`src/rhc_pkg.sv`:
```
// ----------------------------------------------------------------------------
// rhc_pkg: RGB/HSV converter shared types and constants
// Word layouts, fixed widths and the sideband carried along the pipeline.
// ----------------------------------------------------------------------------
package rhc_pkg;

	localparam int HUE_W  = 11;
	localparam int PIX_W  = 8;
	localparam int FS_W   = 16;              // full scale up to 65535
	localparam int NUM_W  = 32;              // divider dividend width
	localparam int DEN_W  = 24;              // divider divisor width
	localparam int QUO_W  = 9;               // quotient bits (max 256 plus overflow)
	localparam int DIV_LAT = QUO_W + 1;      // divider register count

	localparam logic [HUE_W-1:0] HUE_FULL = 11'd1536;  // six sectors
	localparam logic [HUE_W-1:0] HUE_TWO  = 11'd512;
	localparam logic [HUE_W-1:0] HUE_FOUR = 11'd1024;

	localparam logic FUNC_RGB2HSV = 1'b0;
	localparam logic FUNC_HSV2RGB = 1'b1;

	typedef struct packed {
		logic             func;
		logic [HUE_W-1:0] in_first;
		logic [PIX_W-1:0] in_second;
		logic [PIX_W-1:0] in_third;
	} rhc_in_t;

	typedef struct packed {
		logic [HUE_W-1:0] out_first;
		logic [PIX_W-1:0] out_second;
		logic [PIX_W-1:0] out_third;
	} rhc_out_t;

	typedef struct packed {
		logic             func;
		logic             zero_d;     // grey pixel
		logic             zero_mx;    // black pixel
		logic             lo_ge_hi;
		logic [HUE_W-1:0] base;
		logic [PIX_W-1:0] v;          // max component, or input value
		logic [2:0]       sector;
	} rhc_sb_t;

endpackage

```
`src/rgb_hsv_color_converter_top.sv`:
```
// ----------------------------------------------------------------------------
// rgb_hsv_color_converter_top: RGB <-> HSV pixel converter
// Fifteen-stage pipeline: input, prep, products, dividends, divider, result.
// ----------------------------------------------------------------------------
//  channel | signals                          | word
//  in      | in_valid, in_ready, in_data      | rhc_in_t  (func, pixel)
//  out     | out_valid, out_ready, out_data   | rhc_out_t (converted pixel)
//
// One word per cycle sustained while out_ready stays high.
// The depth is set by the three restoring dividers, one quotient bit a stage.
// Reset clears the valid bits and the skid stage only; no clearing pass.
// A sink stall fills the skid stage, then freezes the whole pipe; in_ready
// is a register output and drops in the cycle after the stall.
module rgb_hsv_color_converter_top import rhc_pkg::*; #(
	parameter int FULL_SCALE = 255
) (
	input  logic     clk,
	input  logic     arst_n,
	input  logic     in_valid,
	output logic     in_ready,
	input  rhc_in_t  in_data,
	output logic     out_valid,
	input  logic     out_ready,
	output rhc_out_t out_data
);

	localparam logic [FS_W-1:0]  FS  = FS_W'(FULL_SCALE);
	localparam logic [DEN_W-1:0] FSH = DEN_W'(FULL_SCALE) << 8;

	logic en, skid_full;

	// stage valid bits
	logic v_s1, v_s2, v_s3, v_s4, v_s15;
	logic v_s5 [0:DIV_LAT-1];

	rhc_in_t in_s1;
	rhc_sb_t sb_s2, sb_s3, sb_s4;
	rhc_sb_t sb_s5 [0:DIV_LAT-1];
	logic [PIX_W-1:0]  a_s2, b_s2;       // absdiff / sat, d / fraction
	logic [DEN_W-1:0]  pa_s3;
	logic [16:0]       pb_s3, pc_s3;
	logic [PIX_W-1:0]  ab_s3, d_s3;
	logic [NUM_W-1:0]  n0_s4, n1_s4, n2_s4;
	logic [DEN_W-1:0]  d0_s4, d1_s4, d2_s4;
	rhc_out_t          res_s15;

	always_ff @(posedge clk or negedge arst_n) begin
		if (!arst_n) begin
			v_s1 <= 1'b0; v_s2 <= 1'b0; v_s3 <= 1'b0; v_s4 <= 1'b0; v_s15 <= 1'b0;
			for (int i = 0; i < DIV_LAT; i++) v_s5[i] <= 1'b0;
		end else if (en) begin
			v_s1 <= in_valid;
			v_s2 <= v_s1;
			v_s3 <= v_s2;
			v_s4 <= v_s3;
			v_s5[0] <= v_s4;
			for (int i = 1; i < DIV_LAT; i++) v_s5[i] <= v_s5[i-1];
			v_s15 <= v_s5[DIV_LAT-1];
		end
	end

	// stage 2: max/min and leading component, or hue wrap and saturation clamp
	logic [PIX_W-1:0] r, g, b, mx, mn, lo, hi;
	logic [HUE_W-1:0] hw, base;
	logic [PIX_W-1:0] sc;
	rhc_sb_t          sb_n;

	always_comb begin
		r  = in_s1.in_first[7:0];
		g  = in_s1.in_second;
		b  = in_s1.in_third;
		mx = r;
		if (g > mx) mx = g;
		if (b > mx) mx = b;
		mn = r;
		if (g < mn) mn = g;
		if (b < mn) mn = b;
		if (mx == r) begin
			lo = g; hi = b; base = '0;
		end else if (mx == g) begin
			lo = b; hi = r; base = HUE_TWO;
		end else begin
			lo = r; hi = g; base = HUE_FOUR;
		end
		hw = (in_s1.in_first >= HUE_FULL) ? in_s1.in_first - HUE_FULL : in_s1.in_first;
		sc = (FS_W'(in_s1.in_second) > FS) ? PIX_W'(FS) : in_s1.in_second;
		sb_n.func     = in_s1.func;
		sb_n.zero_d   = (mx == mn);
		sb_n.zero_mx  = (mx == '0);
		sb_n.lo_ge_hi = (lo >= hi);
		sb_n.base     = base;
		sb_n.v        = (in_s1.func == FUNC_RGB2HSV) ? mx : in_s1.in_third;
		sb_n.sector   = hw[10:8];
	end

	always_ff @(posedge clk) begin
		if (en) begin
			in_s1 <= in_data;
			sb_s2 <= sb_n;
			if (in_s1.func == FUNC_RGB2HSV) begin
				a_s2 <= (lo >= hi) ? lo - hi : hi - lo;
				b_s2 <= mx - mn;
			end else begin
				a_s2 <= sc;
				b_s2 <= hw[7:0];
			end
		end
	end

	// stage 3: first products
	always_ff @(posedge clk) begin
		if (en) begin
			sb_s3 <= sb_s2;
			ab_s3 <= a_s2;
			d_s3  <= b_s2;
			if (sb_s2.func == FUNC_RGB2HSV) begin
				pa_s3 <= DEN_W'(b_s2 * FS);
				pb_s3 <= '0;
				pc_s3 <= '0;
			end else begin
				pa_s3 <= DEN_W'(FS - FS_W'(a_s2));
				pb_s3 <= 17'(a_s2 * b_s2);
				pc_s3 <= 17'(a_s2 * (9'd256 - 9'(b_s2)));
			end
		end
	end

	// stage 4: dividends and divisors for the three divider lanes
	always_ff @(posedge clk) begin
		if (en) begin
			sb_s4 <= sb_s3;
			if (sb_s3.func == FUNC_RGB2HSV) begin
				n0_s4 <= NUM_W'(ab_s3) << 8;
				d0_s4 <= sb_s3.zero_d ? DEN_W'(1) : DEN_W'(d_s3);
				n1_s4 <= NUM_W'(pa_s3);
				d1_s4 <= sb_s3.zero_mx ? DEN_W'(1) : DEN_W'(sb_s3.v);
				n2_s4 <= '0;
				d2_s4 <= DEN_W'(1);
			end else begin
				n0_s4 <= NUM_W'(sb_s3.v * pa_s3[15:0]);
				d0_s4 <= DEN_W'(FS);
				n1_s4 <= NUM_W'(sb_s3.v * (FSH - DEN_W'(pb_s3)));
				d1_s4 <= FSH;
				n2_s4 <= NUM_W'(sb_s3.v * (FSH - DEN_W'(pc_s3)));
				d2_s4 <= FSH;
			end
		end
	end

	logic [QUO_W-1:0] q0, q1, q2;
	logic             ovf0, ovf1, ovf2;

	rhc_div #(.NW(NUM_W), .DW(DEN_W), .QW(QUO_W)) u_div0 (
		.clk(clk), .en(en), .num(n0_s4), .den(d0_s4), .quo(q0), .ovf(ovf0));
	rhc_div #(.NW(NUM_W), .DW(DEN_W), .QW(QUO_W)) u_div1 (
		.clk(clk), .en(en), .num(n1_s4), .den(d1_s4), .quo(q1), .ovf(ovf1));
	rhc_div #(.NW(NUM_W), .DW(DEN_W), .QW(QUO_W)) u_div2 (
		.clk(clk), .en(en), .num(n2_s4), .den(d2_s4), .quo(q2), .ovf(ovf2));

	always_ff @(posedge clk) begin
		if (en) begin
			sb_s5[0] <= sb_s4;
			for (int i = 1; i < DIV_LAT; i++) sb_s5[i] <= sb_s5[i-1];
		end
	end

	// stage 15: hue assembly or sector table
	rhc_sb_t          sbf;
	logic [HUE_W-1:0] qh, h;
	logic [PIX_W-1:0] s, p, qq, t;
	rhc_out_t         res_n;

	always_comb begin
		sbf = sb_s5[DIV_LAT-1];
		qh  = HUE_W'(q0);
		if (sbf.zero_d)        h = '0;
		else if (sbf.lo_ge_hi) h = sbf.base + qh;
		else if (sbf.base >= qh) h = sbf.base - qh;
		else                   h = HUE_FULL + sbf.base - qh;
		if (sbf.zero_mx)             s = '0;
		else if (ovf1 || q1[8])      s = 8'hFF;
		else                         s = q1[7:0];
		// hsv lanes never overflow: results stay at or below v
		p  = ovf0 ? 8'hFF : q0[7:0];
		qq = q1[7:0];
		t  = ovf2 ? 8'hFF : q2[7:0];
		if (sbf.func == FUNC_RGB2HSV) begin
			res_n = '{out_first: h, out_second: s, out_third: sbf.v};
		end else begin
			case (sbf.sector)
				3'd0:    res_n = '{out_first: HUE_W'(sbf.v), out_second: t, out_third: p};
				3'd1:    res_n = '{out_first: HUE_W'(qq), out_second: sbf.v, out_third: p};
				3'd2:    res_n = '{out_first: HUE_W'(p), out_second: sbf.v, out_third: t};
				3'd3:    res_n = '{out_first: HUE_W'(p), out_second: qq, out_third: sbf.v};
				3'd4:    res_n = '{out_first: HUE_W'(t), out_second: p, out_third: sbf.v};
				default: res_n = '{out_first: HUE_W'(sbf.v), out_second: p, out_third: qq};
			endcase
		end
	end

	always_ff @(posedge clk) begin
		if (en) res_s15 <= res_n;
	end

	rhc_skid u_skid (
		.clk(clk), .arst_n(arst_n),
		.pipe_valid(v_s15), .pipe_data(res_s15),
		.pipe_en(en), .full(skid_full),
		.out_valid(out_valid), .out_ready(out_ready), .out_data(out_data)
	);

	assign in_ready = en;

	// the skid stage fills only from a stalled, valid last stage
	a_skid_fill: assert property (@(posedge clk) disable iff (!arst_n)
		$rose(skid_full) |-> $past(v_s15 && !out_ready))
		else $error("skid stage filled without a stalled word");

	a_skid_hold: assert property (@(posedge clk) disable iff (!arst_n)
		skid_full && !out_ready |=> skid_full && $stable(out_data))
		else $error("held word lost while sink stalls");

	a_pipe_frozen: assert property (@(posedge clk) disable iff (!arst_n)
		skid_full |=> $stable(res_s15) || !$past(v_s15))
		else $error("pipe advanced while skid stage full");

endmodule

```
`src/rhc_div.sv`:
```
// ----------------------------------------------------------------------------
// rhc_div: pipelined restoring divider
// One quotient bit per stage; flags quotients that do not fit in QW bits.
// ----------------------------------------------------------------------------
module rhc_div import rhc_pkg::*; #(
	parameter int NW = 32,
	parameter int DW = 24,
	parameter int QW = 9
) (
	input  logic          clk,
	input  logic          en,
	input  logic [NW-1:0] num,
	input  logic [DW-1:0] den,
	output logic [QW-1:0] quo,
	output logic          ovf
);

	logic [DW-1:0] rem_q [0:QW];
	logic [QW-1:0] low_q [0:QW];
	logic [QW-1:0] quo_q [0:QW];
	logic [DW-1:0] den_q [0:QW];
	logic          ovf_q [0:QW];

	always_ff @(posedge clk) begin
		if (en) begin
			ovf_q[0] <= NW'(num >> QW) >= NW'(den);
			rem_q[0] <= DW'(num >> QW);
			low_q[0] <= num[QW-1:0];
			quo_q[0] <= '0;
			den_q[0] <= den;
		end
	end

	for (genvar i = 1; i <= QW; i++) begin : g_stage
		logic [DW:0] trial;
		logic        ge;
		assign trial = {rem_q[i-1], low_q[i-1][QW-i]};
		assign ge    = trial >= {1'b0, den_q[i-1]};
		always_ff @(posedge clk) begin
			if (en) begin
				rem_q[i] <= ge ? DW'(trial - {1'b0, den_q[i-1]}) : DW'(trial);
				quo_q[i] <= {quo_q[i-1][QW-2:0], ge};
				low_q[i] <= low_q[i-1];
				den_q[i] <= den_q[i-1];
				ovf_q[i] <= ovf_q[i-1];
			end
		end
	end

	assign quo = quo_q[QW];
	assign ovf = ovf_q[QW];

endmodule

```
`src/rhc_skid.sv`:
```
// ----------------------------------------------------------------------------
// rhc_skid: output skid stage
// Catches the last pipeline word when the sink stalls and freezes the pipe.
// ----------------------------------------------------------------------------
module rhc_skid import rhc_pkg::*; (
	input  logic     clk,
	input  logic     arst_n,
	input  logic     pipe_valid,
	input  rhc_out_t pipe_data,
	output logic     pipe_en,
	output logic     full,
	output logic     out_valid,
	input  logic     out_ready,
	output rhc_out_t out_data
);

	logic     full_q;
	rhc_out_t data_q;

	always_ff @(posedge clk or negedge arst_n) begin
		if (!arst_n) begin
			full_q <= 1'b0;
		end else if (full_q) begin
			if (out_ready) full_q <= 1'b0;
		end else if (pipe_valid && !out_ready) begin
			full_q <= 1'b1;
		end
	end

	always_ff @(posedge clk) begin
		if (!full_q) data_q <= pipe_data;
	end

	assign pipe_en   = !full_q;
	assign full      = full_q;
	assign out_valid = full_q || pipe_valid;
	assign out_data  = full_q ? data_q : pipe_data;

endmodule
```
`config.mk`:
```
export PLATFORM = sky130hd
export DESIGN_NAME = rgb_hsv_color_converter_top
export DESIGN_NICKNAME = d
export VERILOG_FILES = /design/src/rhc_pkg.sv /design/src/rgb_hsv_color_converter_top.sv /design/src/rhc_div.sv /design/src/rhc_skid.sv
export SDC_FILE = /design/constraint.sdc
export NUM_CORES = 2
export LEC_CHECK = 0
export BUFFER_PORTS_ARGS = -buffer_cell sky130_fd_sc_hd__buf_2
export CORE_MARGIN = 8
export CORE_UTILIZATION = 35
export DETAILED_ROUTE_END_ITERATION = 10
export GPL_TIMING_DRIVEN = 0
export PLACE_DENSITY = 0.54
export SYNTH_ARGS = -nofsm -noshare
export SYNTH_HDL_FRONTEND = slang
export SYNTH_SLANG_ARGS = --single-unit
```
`constraint.sdc`:
```
create_clock -name clk -period 33.6 [get_ports clk]
set_clock_uncertainty 0.05 [all_clocks]
set_input_delay 1.68 -clock clk [delete_from_list [all_inputs] [get_ports clk]]
set_output_delay 1.68 -clock clk [all_outputs]
set_load 0.02 [all_outputs]
```
After elaboration in Yosys (flattened, before gate mapping)

Memories as Yosys holds them, arrays and structs flattened.
Index checks and enable logic that the tools add are counted.

$add $sub $neg: 39
Multiply operators: 6
Magnitude comparators: 37
Equality and inequality tests: 7
Multiplexer cells: 61
Reductions and logical operators: 9

Operator list:

| operator                                                              | count |
|---|---|
| 25-bit by 24-bit >= comparator with 1-bit output                      | 27 |
| 24-bit two-way mux                                                    | 28 |
| 24-bit subtractor                                                     | 27 |
| 8-bit two-way mux                                                     | 17 |
| 24-bit one-hot mux with 5 select lines                                | 1 |
| 23-bit by 24-bit >= comparator with 1-bit output                      | 3 |
| 11-bit two-way mux                                                    | 5 |
| 9-bit by 18-bit multiplier with 27-bit output                         | 2 |
| 27-bit two-way mux                                                    | 2 |
| 16-bit two-way mux                                                    | 3 |
| 16-bit by 17-bit subtractor with 18-bit output (first input constant) | 2 |
| 8-bit equality test                                                   | 3 |
| 8-bit by 16-bit multiplier with 24-bit output                         | 1 |
| 8-bit subtractor                                                      | 3 |
| 11-bit by 9-bit subtractor with 11-bit output                         | 2 |
| 9-bit by 10-bit multiplier with 17-bit output                         | 1 |
| 8-bit > comparator                                                    | 2 |
| 8-bit less-than comparator                                            | 2 |
| 8-bit by 8-bit multiplier with 16-bit output                          | 1 |
| 8-bit by 8-bit multiplier with 16-bit output (second input constant)  | 1 |
| 11-bit adder (first input constant)                                   | 1 |
| 11-bit by 9-bit adder with 11-bit output                              | 1 |
| 11-bit >= comparator (second input constant)                          | 1 |
| 11-bit by 9-bit >= comparator with 1-bit output                       | 1 |
| 14 further kinds                                                      | 22 |

Flip-flop bits (word level): 422
Memory bits (writable): 2270
Bits of input ports: 32
Output and inout bits: 29
Word-level logic and storage cells: 241
Memories: 16

Memory list:

| memory           | depth | bits a word | rd ports | clocked after memory_dff | wr ports | line                              | text |
|---|---|---|---|---|---|---|---|
| sb_s5            | 10    | 26          | 10       | 0                        | 10       | rgb_hsv_color_converter_top.sv:38 | `rhc_sb_t sb_s5 [0:DIV_LAT-1];` |
| u_div0.den_q     | 10    | 24          | 9        | 0                        | 10       | rhc_div.sv:21                     | `logic [DW-1:0] den_q [0:QW];` |
| u_div0.rem_q     | 10    | 24          | 9        | 0                        | 10       | rhc_div.sv:18                     | `logic [DW-1:0] rem_q [0:QW];` |
| u_div1.den_q     | 10    | 24          | 9        | 0                        | 10       | rhc_div.sv:21                     |  |
| u_div1.rem_q     | 10    | 24          | 9        | 0                        | 10       | rhc_div.sv:18                     |  |
| u_div2.den_q     | 10    | 24          | 9        | 0                        | 10       | rhc_div.sv:21                     |  |
| 10 more memories | n/a   | n/a         | n/a      | n/a                      | n/a      | n/a                               |  |

Depth between registers and ports, before layout

Depth in word-level cells: 10
Depth in mapped cells: 36
Gate-level depth less buffers: 30

Cells and area by module

From an unflattened synthesis, not the netlist that was laid out.

Cell total of the unflattened synthesis: 11475
Area, all modules: 129197.7 um^2

By module, submodules not included:

| module                      | instances | cells each | area an instance (um^2) |
|---|---|---|---|
| rhc_div (u_div0 ...)        | 2         | 2569       | 29301.9 |
| rgb_hsv_color_converter_top | 1         | 3697       | 40080.9 |
| rhc_div (u_div2)            | 1         | 2579       | 29488.3 |
| rhc_skid                    | 1         | 61         | 1024.7 |

Worst setup path before layout

OpenSTA, ideal clock, no wires.

Path kind: flip-flop to flip-flop
Start: register u_skid.full_q (netlist: u_skid.full)
End: register a_s2[0], enable pin
Arrival time: 30.238 ns
Required time: 31.687 ns
Setup slack: 1.449 ns
Cell stages (with the launch flop): 4
Buffers on the path: 2
Cells stage by stage: dfrtp_1 clkbuf_1 clkbuf_1 inv_1

RTL lines:

| what                   | line                               | text |
|---|---|---|
| start, declared        | rhc_skid.sv:17                     | `logic full_q;` |
| start signal, assigned | rhc_skid.sv:22                     | `full_q <= 1'b0;` |
| start signal, assigned | rhc_skid.sv:24                     | `if (out_ready) full_q <= 1'b0;` |
| start signal, assigned | rhc_skid.sv:26                     | `full_q <= 1'b1;` |
| end signal, assigned   | rgb_hsv_color_converter_top.sv:101 | `a_s2 <= (lo >= hi) ? lo - hi : hi - lo;` |
| end, declared          | rgb_hsv_color_converter_top.sv:39  | `logic [PIX_W-1:0] a_s2, b_s2;` |

No word-level cell between the ends.

==> parameters.txt <==
Parameter                              Value

Clocking
  H-tree depth    4
  Number of hold-repair buffers added at the cts stage    0
  Root buffer cell    sky130_fd_sc_hd__clkbuf_16
  Number of gates resized after cts    0
  Register clock-pin slew on the reported worst setup and hold paths    0.06 ns
  Maximum number of buffers from clock root to sink    4
  CTS sink count    1575
  TritonCTS buffer count    181
  Skew-Pair Late Insertion Delay    0.84 ns
  Clock tree from TritonCTS    done
  Number of buffers inserted to repair setup after CTS    0

Global routing
  Residual overflow from global routing    0
  Largest net degree at the start of global routing    147
  Number of global-route vias before repair    61700
  Global-route wire length before repair    328 mm
  Global Route Usage Sum    13.7%
  Number of antenna violations at the first check in global routing    9

Timing
  Pin slew with the least headroom to its limit    1.15 ns
  Final setup viols    0
  Share of the cycle needed by the critical path after routing    27.2%
  Max-slew violation count    0
  Final sum of negative setup slack    0 ns
  RSZ-0062 raised after global routing    no
  Hold Violations, Final    0
  Tightest slew margin relative to the limit    22.1%
  Achievable Freq    0.109 GHz
  Post-layout minimum cycle time    9.15 ns

Yosys
  Adder-cell share of the synthesized area    17.8%
  Synth top area cells    sky130_fd_sc_hd__edfxtp_1, sky130_fd_sc_hd__fa_1, sky130_fd_sc_hd__ha_1
  Most frequent cell after synthesis    sky130_fd_sc_hd__edfxtp_1
  Multiplexer share of the synthesized area    2.54%
  Post-synthesis average cell area    11.6 sq um
  Most used flip-flop cell after synthesis    sky130_fd_sc_hd__edfxtp_1
  Synth Area in Compound Gates    8.34%
  Most numerous cell types in the synthesized netlist    sky130_fd_sc_hd__edfxtp_1, sky130_fd_sc_hd__inv_1, sky130_fd_sc_hd__nand2_1
  Fraction of synthesized cell area taken by the top area cell type    48.1%
  Synth warn    0
  Cell variety after synth    107
  Dominant cell type by area after synthesis    sky130_fd_sc_hd__edfxtp_1
  Post-synth design cell area    95600 sq um
  Fraction of registers with async set/reset    1.02%
  Syn Inst Count    8230
  Number of flip-flops and latches in the synthesized netlist    1575
  Share of the synthesized netlist area taken by xor and xnor gates    5.32%
  Net count after synthesis    9360
  Dominant combinational cell family by area after synthesis    adder cells
  Count of flip-flops with a built-in enable after synthesis    1532
  Sequential fraction of the synthesis area    49.1%
  Simple-gate portion of the synthesized area    12.4%

Routing
  Detailed-route via count    59700
  DRT iter0 DRCs    3260
  Average vias per placed instance    4.89
  Antenna-violating nets left    0
  Number of DRC violations after detailed routing    0
  Wire length reported by the detailed router    205 mm
  Number of detailed-route iterations in the first pass    6
  Wire per inst    16.7 um

Setup path
  Critical Path Sink    a_s2[7]
  R2r endpoint    a_s2[7]
  Startpoint of the worst setup timing path    in_s1[17]
  Path depth of the worst reg2reg path    33
  Reg-to-Reg Start    in_s1[17]
  Crit end category    flip-flop
  Longest individual stage delay on the worst path    0.70 ns
  Arrival time at the worst endpoint    9.73 ns
  Kind of launch point of the worst setup path    flip-flop
  Worst-path cell with the longest stage delay    sky130_fd_sc_hd__a31oi_1
  R2R Setup Slk    24.45 ns
  Required time of the critical path    34.18 ns
  Critical Setup Path Class    reg -> reg
  CP max FO    10

Final layout
  Final net count    9615
  Layout overhead on the synthesized area    11.3%
  Share of final-layout standard cells stronger than drive strength 1    6.56%

Floorplanning
  Die height    539 um
  Starting density of the core    35.0%
  Horiz. Die Dim    539 um
  Number of ports placed on the die boundary    61
  Site row count    192
  Core region area    273000 sq um
  Die area    290000 sq um

Place
  Count of buffers inserted at the top-level ports    60
  DP HPWL    156 mm
  Global placer's final weighted congestion    0.890

Hold path
  Startpoint of the worst hold path    d2_s4[14]
  Number of cells on the worst hold path    0
  Worst min-delay path class    reg -> reg

Run status
  Outcome    finished, final reports clean

Flow run
  Max-cap violation count    0
==> kinds of logic after synthesis <==
kind of cell             Yosys count
AO/OA/AOI/OAI                   1267
multiplexers                     221
adder cells (fa/ha/maj)         1098
AND/OR/NAND/NOR                 2366
flip-flops                      1575
buffers and inverters           1122
XOR/XNOR                         581
==> critical path: cells and delay by family (launching register included) <==
family                   cells  cell delay [ns]
AO/OA/AOI/OAI               13             3.30
multiplexers                 3             0.79
XOR/XNOR                     1             0.27
adder cells (fa/ha/maj)      4             1.25
flip-flops                   1             0.31
buffers and inverters        7             1.72
AND/OR/NAND/NOR              5             1.29
==> worst min-delay path by stage <==
| stage | to | slack (ns) |
|---|---|---|
| final | u_div2.den_q[0][14] | 0.30 |
| after global routing | u_div2.den_q[0][14] | 0.31 |
| after detailed placement | sb_s5[0][10] | 0.35 |
| after global placement | sb_s5[6][8] | 0.35 |
| after CTS | u_div2.den_q[0][14] | 0.29 |
| after floorplan | sb_s2[0] | 0.35 |
==> cell usage in the layout (no fill, tap or decap), types with 71 or more instances in the layout <==
master,synthesis,routed
sky130_fd_sc_hd__a21o_1,145,145
sky130_fd_sc_hd__a21oi_1,405,405
sky130_fd_sc_hd__edfxtp_1,1532,1532
sky130_fd_sc_hd__nor2_1,490,490
sky130_fd_sc_hd__nor4_1,89,89
sky130_fd_sc_hd__nand2_1,662,662
sky130_fd_sc_hd__o21ai_0,279,279
sky130_fd_sc_hd__clkbuf_1,175,216
sky130_fd_sc_hd__ha_1,658,658
sky130_fd_sc_hd__nand2b_1,80,80
sky130_fd_sc_hd__nor2b_1,86,86
sky130_fd_sc_hd__fa_1,440,440
sky130_fd_sc_hd__mux2_2,149,149
sky130_fd_sc_hd__nor3_1,173,173
sky130_fd_sc_hd__buf_2,11,71
sky130_fd_sc_hd__inv_1,912,911
sky130_fd_sc_hd__xor2_1,247,247
sky130_fd_sc_hd__and2_1,336,336
sky130_fd_sc_hd__xnor2_1,334,334
sky130_fd_sc_hd__nand3_1,121,121
sky130_fd_sc_hd__clkbuf_16,0,184
==> registers in the layout, indices dropped and copies added (netlist names), 17 cells and up <==
signal and count:
u_div1.den_q 81, u_div0.rem_q 207, u_div2.den_q 18, u_div0.quo_q 45, n0_s4 24, sb_s3 17
n1_s4 27, u_div2.rem_q 210, sb_s5 161, sb_s2 17, u_div2.quo_q 36, u_div0.low_q 45
n2_s4 27, u_div1.rem_q 210, u_div1.quo_q 45, u_skid.data_q 27, u_div2.low_q 45, u_div1.low_q 45
u_div0.den_q 72, res_s15 27
==> stage by stage <==
| step | setup WS [ns] | std cells | util [%] | cell area, sq um | hold slack (ns) |
|---|---|---|---|---|---|
| 3_5_place_dp | 24.49 | 11900 | 36.9 | 101000 | 0.355 |
| 5_1_grt | 23.75 | 12200 | 39.0 | 106000 | 0.307 |
| 3_3_place_gp | -12.22 | 11900 | 36.8 | 100000 | 0.352 |
| 4_1_cts | 24.42 | 12200 | 39.0 | 106000 | 0.285 |
| 6_report | 24.45 | 12200 | 39.0 | 106000 | 0.303 |
| 2_1_floorplan | 1.45 | 8230 | - | 95600 | 0.350 |
==> final cells by class <==
cell class              instances  area [sq um]
plain buffers                 208           807
well taps                    3589          4490
clock inverters                88           838
multi-input cells            5533         44400
repair buffers                 72           631
flip-flops and latches       1575         46900
diodes                          5          12.5
clock buffers                 228          4800
inverters                     914          3440
fillers                     25700        166000
==> routing by layer <==
| metal | track usage [%] | wire length, um | vias up |
|---|---|---|---|
| li1 | - | - | 29500 |
| met1 | 16.6 | 88200 | 28800 |
| met2 | 24.7 | 101000 | 1066 |
| met3 | 1.74 | 7170 | 389 |
| met4 | 5.15 | 7740 | 0 |
| met5 | 0 | 0 | - |
Power is left out: the tool's default activity adds up to more than one toggle a clock period on the data nets, which glitch-free logic cannot reach.
